<file path="src/hdl/bpc_pkg.sv">
// ----------------------------------------------------------------------------
// bpc_pkg: shared types and constants for the pressure compensation core
// Field widths, register indexes, pipeline latencies and stage payloads.
// ----------------------------------------------------------------------------
package bpc_pkg;

  localparam int CAL_W  = 16;
  localparam int RAW_W  = 24;
  localparam int TEMP_W = 20;
  localparam int PRES_W = 32;
  localparam int IDX_W  = 3;

  // Internal widths, sized from the ranges of the calibration and raw fields.
  localparam int DT_W   = 25;
  localparam int OFF_W  = 43;
  localparam int SENS_W = 40;

  localparam int FRONT_LATENCY = 6;
  localparam int BACK_LATENCY  = 5;
  localparam int LATENCY       = FRONT_LATENCY + BACK_LATENCY;

  localparam logic [IDX_W-1:0] REG_SENS          = 3'd0;
  localparam logic [IDX_W-1:0] REG_OFFSET        = 3'd1;
  localparam logic [IDX_W-1:0] REG_SENS_TEMPCO   = 3'd2;
  localparam logic [IDX_W-1:0] REG_OFFSET_TEMPCO = 3'd3;
  localparam logic [IDX_W-1:0] REG_REF_TEMP      = 3'd4;
  localparam logic [IDX_W-1:0] REG_TEMP_COEF     = 3'd5;

  typedef struct packed {
    logic [RAW_W-1:0] raw_pressure;
    logic [RAW_W-1:0] raw_temperature;
  } sample_t;

  typedef struct packed {
    logic signed [TEMP_W-1:0] temp_centi;
    logic signed [PRES_W-1:0] pressure_centi;
  } result_t;

  typedef struct packed {
    logic [CAL_W-1:0] sens;
    logic [CAL_W-1:0] offset;
    logic [CAL_W-1:0] sens_tempco;
    logic [CAL_W-1:0] offset_tempco;
    logic [CAL_W-1:0] ref_temp;
    logic [CAL_W-1:0] temp_coef;
  } cal_t;

  // Compensated terms handed from the temperature section to the pressure section.
  typedef struct packed {
    logic        [RAW_W-1:0]  raw_pressure;
    logic signed [TEMP_W-1:0] temp;
    logic signed [OFF_W-1:0]  off;
    logic signed [SENS_W-1:0] sens;
  } comp_t;

endpackage

</file>
<file path="src/hdl/bpc_cfg.sv">
// ----------------------------------------------------------------------------
// bpc_cfg: calibration coefficient registers
// Six 16-bit registers written through a plain write port; reset clears them.
// ----------------------------------------------------------------------------
module bpc_cfg (
  input  logic                      clk,
  input  logic                      rst,
  input  logic                      cfg_we,
  input  logic [bpc_pkg::IDX_W-1:0] cfg_index,
  input  logic [bpc_pkg::CAL_W-1:0] cfg_data,
  output bpc_pkg::cal_t             cal
);
  import bpc_pkg::*;

  always_ff @(posedge clk) begin
    if (rst) begin
      cal <= '0;
    end else if (cfg_we) begin
      unique case (cfg_index)
        REG_SENS:          cal.sens          <= cfg_data;
        REG_OFFSET:        cal.offset        <= cfg_data;
        REG_SENS_TEMPCO:   cal.sens_tempco   <= cfg_data;
        REG_OFFSET_TEMPCO: cal.offset_tempco <= cfg_data;
        REG_REF_TEMP:      cal.ref_temp      <= cfg_data;
        REG_TEMP_COEF:     cal.temp_coef     <= cfg_data;
        default: begin
        end
      endcase
    end
  end

endmodule

</file>
<file path="config.mk">
export PLATFORM = sky130hd
export DESIGN_NAME = bpc_cfg
export DESIGN_NICKNAME = d
export VERILOG_FILES = /design/src/hdl/bpc_pkg.sv /design/src/hdl/bpc_cfg.sv
export SDC_FILE = /design/constraint.sdc
export NUM_CORES = 1
export LEC_CHECK = 0
export ABC_AREA = 1
export BUFFER_PORTS_ARGS = -buffer_cell sky130_fd_sc_hd__buf_2
export CAP_MARGIN = 5
export CORE_MARGIN = 10
export CORE_UTILIZATION = 45
export CTS_CLUSTER_SIZE = 40
export DETAILED_ROUTE_END_ITERATION = 8
export PLACE_DENSITY = 0.67
export SLEW_MARGIN = 20
export SYNTH_ARGS = -nofsm -noshare
export SYNTH_HDL_FRONTEND = slang
export SYNTH_SLANG_ARGS = --single-unit
</file>
<file path="constraint.sdc">
create_clock -name clk -period 1.9 [get_ports clk]
set_input_delay 0.38 -clock clk [delete_from_list [all_inputs] [get_ports clk]]
set_output_delay 0.38 -clock clk [all_outputs]
set_load 0.05 [all_outputs]
</file>
==> qor.txt <==
R2R cell count -> 2
Post-synth EDFFs -> 0
synth cell count leaders -> nor2_1 (193), nand2_1 (101), dfxtp_1 (96), nand3_1 (96), buf_2 (21)
CP Max Fanout -> 2
vias post-DR -> 3805
Antenna Nets Post-Route -> 0
# rows -> 33
Iter 0 DRT Violations -> 292
Fmax achieved -> 0.7118 GHz
Sequential Power Share -> 49.2%
Fillers -> 832
Comb power frac -> 16.3%
final slew viol count -> 0
worst hold path class -> in -> reg
crit end category -> output port
CTS H-tree depth -> 3
drt first pass iters -> 5
Final Skew -> 0 ps
vias in the first global route -> 3516
most common cell in the netlist -> nor2_1
sequential cell area fraction in the yosys report -> 49.82%
first-pass GRT wire length -> 18.80 mm
Residual DRC -> 0
Root Driver -> clkbuf_8
all-layer global routing usage -> 18.16%
initial antenna violation count -> 0
P&R area growth vs syn -> 22.12%
GPL Wtd Cong -> 0.7478
critical path's largest stage delay -> 380 ps
R2R Path End -> cal[67]
Post-Syn Nets -> 574
r2r setup slk -> 1300 ps
Ys Warns -> 0
Slew Limit Headroom -> 55.76%
area of the multi-input gates -> 0.001684 mm²
Critical Path Source Type -> register
worst reg2reg startpoint -> cal[67]
Peak VDD IR -> 0.0004208 V
net load switching power -> 0.001317 W
chip width -> 112.6 µm
WHS -> 463.1 ps
delay-heaviest family, CP -> flip-flops
Clock Sinks -> 96
maximum clock path buffer count -> 2
cell taking the most area after synthesis -> dfxtp_1
PortBufs -> 117
Diodes inserted -> 0
CTS tree -> done
starting density of the core -> 46.48%
Syn Area/Cell -> 6.988 µm²
cell area after synthesis -> 0.003857 mm²
fin crit share -> 73.94%
die height -> 112.6 µm
CTS Hold Bufs -> 0
RSZ-0062 raised after global routing -> no
Required @ worst endpoint -> 1520 ps
total power -> 0.004309 W
Yosys top cell area share -> 49.82%
Crit Path Category -> reg -> out
Die Area -> 0.01268 mm²
post-synthesis async set-or-reset flop share -> 0%
Post-CTS Setup Bufs -> 0
Max-cap violations -> 0
CP max stage cell -> dfxtp_1
nets -> 675
PD cells -> 914.6 mW/mm²
Hold Path Origin -> cfg_data[15]
largest registers -> cal: 96 flops
Synth Register Bits -> 96
Seq. cell area -> 0.001922 mm²
Largest Register -> cal
Core ar. -> 0.008299 mm²
part of the power in the clock network -> 34.5%
Bufs and invs on worst path -> 1
Synth cell types -> 14
post_cts resized -> 0
setup TNS -> 0 ps
worst-margin pin slew -> 662.9 ps
leading cell types by total area after synthesis -> dfxtp_1 (50%), nor2_1 (19%), nand3_1 (12%)
Routed WL per cell -> 15.51 µm
post-synthesis cell count -> 552
worst hold endpoint -> cal[79]
GRT overflow -> 0
post-detail-place hpwl -> 8.027 mm
layout cells sized above 1 -> 23.25%
clock transition at the registers of the reported paths -> 100 ps
top_reg_cell synth -> dfxtp_1
final setup vio count -> 0
CP arrival -> 1020 ps
largest net degree at the start of global routing -> 97
outcome -> finished, final reports clean
final WL -> 11.83 mm
cell chain of the critical path -> buf_2
drt via density -> 4.987
IO Pins -> 118
fin util -> 56.76%
internal power -> 0.002991 W
Net Sw Frac -> 30.58%
Clk Latency, worst-skew pair -> 360 ps
Worst Hold Depth -> 5
Leak -> 2.341 nW
max reg flops -> 96
final hold viol count -> 0
CTS Buf Count -> 9
Period minus WS final -> 1405 ps
kinds of logic after synthesis:
| group | Yosys count | synth area share [%] |
|---|---|---|
| AND/OR/NAND/NOR | 400 | 43.46 |
| buffers and inverters | 56 | 6.714 |
| flip-flops | 96 | 49.82 |
power groups by stage:
stage                     combinational, W  clock [W]  sequential (W)
after floorplan                   0.000277          0         0.00241
after global placement            0.000698          0         0.00216
after CTS                         0.000707    0.00150         0.00212
final                             0.000704    0.00149         0.00212
after global routing              0.000764    0.00159         0.00213
after detailed placement          0.000705          0         0.00217
through the flow:
stage          cells  setup WS (ps)  area (µm²)
5_1_grt          763          456.3        4711
6_report         763          495.2        4711
3_5_place_dp     747          444.1        4492
4_1_cts          763          498.1        4711
3_3_place_gp     747          472.4        4492
2_1_floorplan    552          781.7        3857
worst reg2reg max path, delay by kind of cell (launching register included):
family,cells,cell delay [ps]
DFF,1,380
and+or+nand+nor,2,160
layout make-up:
class | instances | share of cell area, %
inverter | 23 | 1.833
clock inverter | 7 | 2.019
timing repair buffer | 123 | 14.18
sequential | 96 | 40.80
multi-input combinational | 400 | 35.75
clock buffer | 9 | 2.629
tap | 105 | 2.789
metal layers:
metal  GRT usage [%]  share of wire (%)
met5               0                  0
met4           5.922                1.2
met3           5.112                8.4
met2           30.34                 49
met1           21.93                 42
worst max-delay path by stage:
stage	start	to	slack, ps	cells after the start
detailed placement	cfg_index[1]	cal[55]	440	6
floorplan	cfg_index[2]	cal[53]	780	6
global route	cal[80]	cal[80]	460	1
CTS	cal[91]	cal[91]	500	1
finish	cal[67]	cal[67]	500	1
global placement	cfg_index[1]	cal[57]	470	6
layout by cell type (no fill, tap or decap), drive strengths merged:
cell type and n:
buf 123, bufinv 2, clkbuf 9, clkinv 3
clkinvlp 1, dfxtp 96, inv 24, nand2 102
nand3 96, nor2 202
Power figures use the tool's default switching activity.
