$ cat src/hdl/bpc_pkg.sv
// ----------------------------------------------------------------------------
// bpc_pkg: shared types and constants for the pressure compensation core
// Field widths, register indexes, pipeline latencies and stage payloads.
// ----------------------------------------------------------------------------
package bpc_pkg;

  localparam int CAL_W  = 16;
  localparam int RAW_W  = 24;
  localparam int TEMP_W = 20;
  localparam int PRES_W = 32;
  localparam int IDX_W  = 3;

  // Internal widths, sized from the ranges of the calibration and raw fields.
  localparam int DT_W   = 25;
  localparam int OFF_W  = 43;
  localparam int SENS_W = 40;

  localparam int FRONT_LATENCY = 6;
  localparam int BACK_LATENCY  = 5;
  localparam int LATENCY       = FRONT_LATENCY + BACK_LATENCY;

  localparam logic [IDX_W-1:0] REG_SENS          = 3'd0;
  localparam logic [IDX_W-1:0] REG_OFFSET        = 3'd1;
  localparam logic [IDX_W-1:0] REG_SENS_TEMPCO   = 3'd2;
  localparam logic [IDX_W-1:0] REG_OFFSET_TEMPCO = 3'd3;
  localparam logic [IDX_W-1:0] REG_REF_TEMP      = 3'd4;
  localparam logic [IDX_W-1:0] REG_TEMP_COEF     = 3'd5;

  typedef struct packed {
    logic [RAW_W-1:0] raw_pressure;
    logic [RAW_W-1:0] raw_temperature;
  } sample_t;

  typedef struct packed {
    logic signed [TEMP_W-1:0] temp_centi;
    logic signed [PRES_W-1:0] pressure_centi;
  } result_t;

  typedef struct packed {
    logic [CAL_W-1:0] sens;
    logic [CAL_W-1:0] offset;
    logic [CAL_W-1:0] sens_tempco;
    logic [CAL_W-1:0] offset_tempco;
    logic [CAL_W-1:0] ref_temp;
    logic [CAL_W-1:0] temp_coef;
  } cal_t;

  // Compensated terms handed from the temperature section to the pressure section.
  typedef struct packed {
    logic        [RAW_W-1:0]  raw_pressure;
    logic signed [TEMP_W-1:0] temp;
    logic signed [OFF_W-1:0]  off;
    logic signed [SENS_W-1:0] sens;
  } comp_t;

endpackage

$ cat src/hdl/bpc_press.sv
// ----------------------------------------------------------------------------
// bpc_press: pressure pipeline
// Five stages: split product D1 * SENS, product merge, division by 2^21,
// offset subtraction, division by 2^15 into the output register.
// ----------------------------------------------------------------------------
module bpc_press (
  input  logic             clk,
  input  logic             rst,
  input  logic             in_vld,
  input  bpc_pkg::comp_t   comp,
  output logic             done,
  output bpc_pkg::result_t result
);
  import bpc_pkg::*;

  logic [BACK_LATENCY-1:0]  vld;
  logic signed [TEMP_W-1:0] temp_pipe [BACK_LATENCY-1];

  // Stage 7
  logic        [43:0]      pp_lo;
  logic signed [44:0]      pp_hi;
  logic signed [OFF_W-1:0] off_s7;
  // Stage 8
  logic signed [63:0]      prod;
  logic signed [OFF_W-1:0] off_s8;
  // Stage 9
  logic signed [63:0]      prod_adj;
  logic signed [42:0]      q1;
  logic signed [OFF_W-1:0] off_s9;
  // Stage 10
  logic signed [43:0]      diff;
  logic signed [43:0]      diff_adj;

  always_ff @(posedge clk) begin
    if (rst) begin
      vld <= '0;
    end else begin
      vld <= {vld[BACK_LATENCY-2:0], in_vld};
    end
  end

  always_ff @(posedge clk) begin
    temp_pipe[0] <= comp.temp;
    for (int i = 1; i < BACK_LATENCY - 1; i++) begin
      temp_pipe[i] <= temp_pipe[i-1];
    end
  end

  // Stage 7: D1 * SENS as two partial products over the low and high halves.
  always_ff @(posedge clk) begin
    pp_lo  <= 44'(comp.raw_pressure) * 44'(comp.sens[19:0]);
    pp_hi  <= 45'($signed({1'b0, comp.raw_pressure})) * 45'($signed(comp.sens[39:20]));
    off_s7 <= comp.off;
  end

  // Stage 8: merge. The full product stays within 63 bits.
  always_ff @(posedge clk) begin
    prod   <= $signed({pp_hi[43:0], 20'b0}) + $signed({20'b0, pp_lo});
    off_s8 <= off_s7;
  end

  // Stage 9: division by 2^21 toward zero; negative values are biased first.
  assign prod_adj = prod + $signed({43'b0, {21{prod[63]}}});

  always_ff @(posedge clk) begin
    q1     <= $signed(prod_adj[63:21]);
    off_s9 <= off_s8;
  end

  // Stage 10: offset subtraction.
  always_ff @(posedge clk) begin
    diff <= 44'(q1) - 44'(off_s9);
  end

  // Stage 11: division by 2^15 toward zero, kept to 32 bits.
  assign diff_adj = diff + $signed({29'b0, {15{diff[43]}}});

  always_ff @(posedge clk) begin
    result.temp_centi     <= temp_pipe[BACK_LATENCY-2];
    result.pressure_centi <= $signed({{3{diff_adj[43]}}, diff_adj[43:15]});
  end

  assign done = vld[BACK_LATENCY-1];

endmodule

$ cat config.mk
export PLATFORM = sky130hd
export DESIGN_NAME = bpc_press
export DESIGN_NICKNAME = d
export VERILOG_FILES = /design/src/hdl/bpc_pkg.sv /design/src/hdl/bpc_press.sv
export SDC_FILE = /design/constraint.sdc
export NUM_CORES = 2
export LEC_CHECK = 0
export BUFFER_PORTS_ARGS = -buffer_cell sky130_fd_sc_hd__buf_2
export CAP_MARGIN = 25
export CORE_MARGIN = 1
export CORE_UTILIZATION = 56
export CTS_CLUSTER_DIAMETER = 120
export DETAILED_ROUTE_END_ITERATION = 10
export HOLD_SLACK_MARGIN = 0.15
export PLACE_DENSITY = 0.83
export SYNTH_ARGS = -nofsm -noshare
export SYNTH_HDL_FRONTEND = slang
export SYNTH_SLANG_ARGS = --single-unit
$ cat constraint.sdc
create_clock -name clk -period 11.1 [get_ports clk]
set_input_delay 2.22 -clock clk [delete_from_list [all_inputs] [get_ports clk]]
set_output_delay 2.22 -clock clk [all_outputs]
set_load 0.02 [all_outputs]
==> impl_metrics.json <==
{
  "dieArea_sq_um": 86900,
  "worst_pin_slew_ns": 1.07,
  "io_buffers": 182,
  "grt_use_total_pct": 26.5,
  "avgViaCountPerCell": 5.43,
  "hold_viol_final": 0,
  "syn_area_per_cell_sq_um": 9.49,
  "max_stage_delay_ns": 0.69,
  "yosys_warnings": 0,
  "yosys-top-cells-count": "924 x inv_1, 787 x fa_1, 602 x nand2_1",
  "tns_ns": 0,
  "synth-edff-count": 0,
  "ctsLongestPathBuffers": 3,
  "finalSetupViolations": 0,
  "start_kind": "primary input",
  "postSynth.asyncResetShare_pct": 0,
  "max_slew_margin_pct": 28.9,
  "status": "finished, final reports clean",
  "worstSkewPairLatency_ns": 0.57,
  "drive_gt1_share_pct": 5.90,
  "clockRootBuffer": "clkbuf_16",
  "synth_top_flop_cell": "dfxtp_1",
  "fp.dieH_um": 295,
  "placementRows": 107,
  "cts_max_level": 2,
  "finalInstanceArea_sq_um": 51200,
  "coreArea_sq_um": 85000,
  "ys_seq_area_share_pct": 20.9,
  "syn_nets": 6404,
  "finalCriticalPeriod_ns": 8.83,
  "synth_top_area_share_pct": 32.8,
  "drt-initial-drc-count": 2339,
  "ys_seq_elements": 502,
  "ys_types": 74,
  "nets": 6433,
  "drcViolationCount": 0,
  "synth_top_cell_by_area": "fa_1",
  "ant_nets": 0,
  "synth_most_common_cell": "inv_1",
  "period_share_pct": 79.5,
  "syn_area_sq_um": 48000,
  "die_x_um": 295,
  "cts.sinks": 502,
  "yosys-top-cells-area": "fa_1 33%, dfxtp_1 21%, ha_1 11%, inv_1 7.2%, and2_1 6.1%",
  "hp-class": "reg2reg",
  "ios": 183,
  "drtPass1Iterations": 6,
  "fillers": 6990,
  "timing.critical_path.mode_cell": "fa_1",
  "via_count": 34000,
  "max-cap-violations": 0,
  "crit_fanout": 40,
  "holdWs_ns": 0.322,
  "cts_tree": "built",
  "overflow": 0,
  "path_class": "in2reg",
  "first_global_vias": 36200,
  "fin_util_pct": 60.2,
  "crit_arrival_ns": 9.29,
  "path_cells": "buf_2 > nand2_1 > fa_1 > inv_1 > fa_1 > inv_1 > fa_1 > inv_1 > fa_1 > fa_1 > fa_1 > inv_1 > fa_1 > inv_1 > ha_1 > nand4_1 > nor2_1 > nand4_1 > a31oi_1 > o21ai_1 > o21ai_0 > a21o_1 > a21oi_1 > xnor2_1",
  "area_delta_synth_final_pct": 6.58,
  "path_buf_inv": 6,
  "crit_slowest_cell": "buf_2",
  "finClkSkew_ns": 0.0243,
  "antenna_found_initial": 7,
  "gp_congestion": 0.938,
  "grt_max_degree": 41,
  "clk_pin_slew_ns": 0.07,
  "cts_resized": 0,
  "cts_hold_buf": 0,
  "grt_pass1_wl_um": 183000,
  "max_freq_mhz": 113,
  "path_delay_family": "adder cells",
  "rsz0062_at_grt": "false",
  "numCtsBuffers": 44,
  "cts_setup_buffers": 0,
  "routed_wl_um": 111000,
  "placed_area_sq_um": 49700,
  "dp_hpwl_um": 87000,
  "wire_per_inst_um": 17.8,
  "synthCells": 5057,
  "cp.required_ns": 11.56,
  "cp-end-kind": "flop",
  "slew_viol_final": 0,
  "start_util_pct": 56.5
}
[worst paths after layout]
check / from / to / slack [ns] / cells past startpoint
worst max-delay path: comp[110] / pp_hi[36] / 2.27 / 24
worst min-delay path: temp_pipe[0][4] / temp_pipe[1][4] / 0.32 / 0
worst max register to register: prod[63] / q1[5] / 7.75 / 11
worst min register to register: temp_pipe[0][4] / temp_pipe[1][4] / 0.32 / 0
[sequential cells by signal, summed over array words and instances (netlist names)]
name	flops
temp_pipe	80
prod	64
result	49
diff	44
pp_hi	44
pp_lo	44
off_s7	43
off_s8	43
off_s9	43
q1	43
vld	5
[per-stage QoR]
step | setup WS (ns) | cells
after floorplan | 2.48 | 5057
after global placement | 1.80 | 6184
after detailed placement | 1.75 | 6184
after CTS | 2.36 | 6262
after global routing | 1.91 | 6264
final | 2.27 | 6265
[worst register-to-register path, stage by stage, from the launching register on]
cell	delay (ns)
dfxtp_1	0.32
buf_4	0.31
ha_1	0.31
a31o_2	0.20
a21o_1	0.17
a211o_1	0.29
a21oi_1	0.16
o21ai_0	0.13
a31oi_1	0.62
nand2b_1	0.45
nor3_1	0.10
xor2_1	0.15
[area by class of cell]
type                    count  area, sq um  share of cell area (%)
diodes                      3         7.51                  0.0147
clock buffers              54         1210                    2.36
clock inverters            24          278                   0.543
inverters                 924         3470                    6.78
multi-input cells        3410        33600                    65.8
flip-flops and latches    502        10000                    19.6
well taps                1144         1430                    2.80
repair buffers            204         1080                    2.10
[cell usage in the layout, fill, tap and decap left out, types with 19 or more instances in the layout]
cell type	n
a31oi_1	19
a21o_1	85
nor3_1	35
nand2b_1	30
and2_1	466
clkbuf_16	45
xnor2_1	158
buf_4	22
xor2_1	69
and3_1	37
nand2_1	602
nor2_1	130
o21ai_0	81
o21a_1	28
a211oi_1	22
dfxtp_1	502
inv_1	924
fa_1	787
nand4_1	47
buf_2	182
a21oi_1	150
ha_1	430
nand3_1	66
nor2b_1	27
[kinds of logic (layout without fill, tap and decap cells)]
group / after synthesis / count (layout) / synth area share, %
AOI/OAI and AO/OA: 493 / 493 / 6.69
DFF: 502 / 502 / 20.9
muxes: 2 / 2 / 0.0417
xor gates and xnor gates: 227 / 227 / 4.14
buffers and inverters: 1145 / 1206 / 8.99
adders and majority gates: 1217 / 1217 / 44.0
other: 0 / 3 / 0
and+or+nand+nor: 1471 / 1471 / 15.2
[layer usage]
metal  part of all wire [%]  vias to the layer above  track usage, %
met1                     40                    16800            34.0
met5                  0.041                        -               0
met2                     47                     1400            44.6
li1                       -                    15600               -
met4                    3.6                        8            9.73
met3                    8.6                      275            4.93
Power is left out: the tool's default activity adds up to more than one toggle a clock period on the data nets, which glitch-free logic cannot reach.
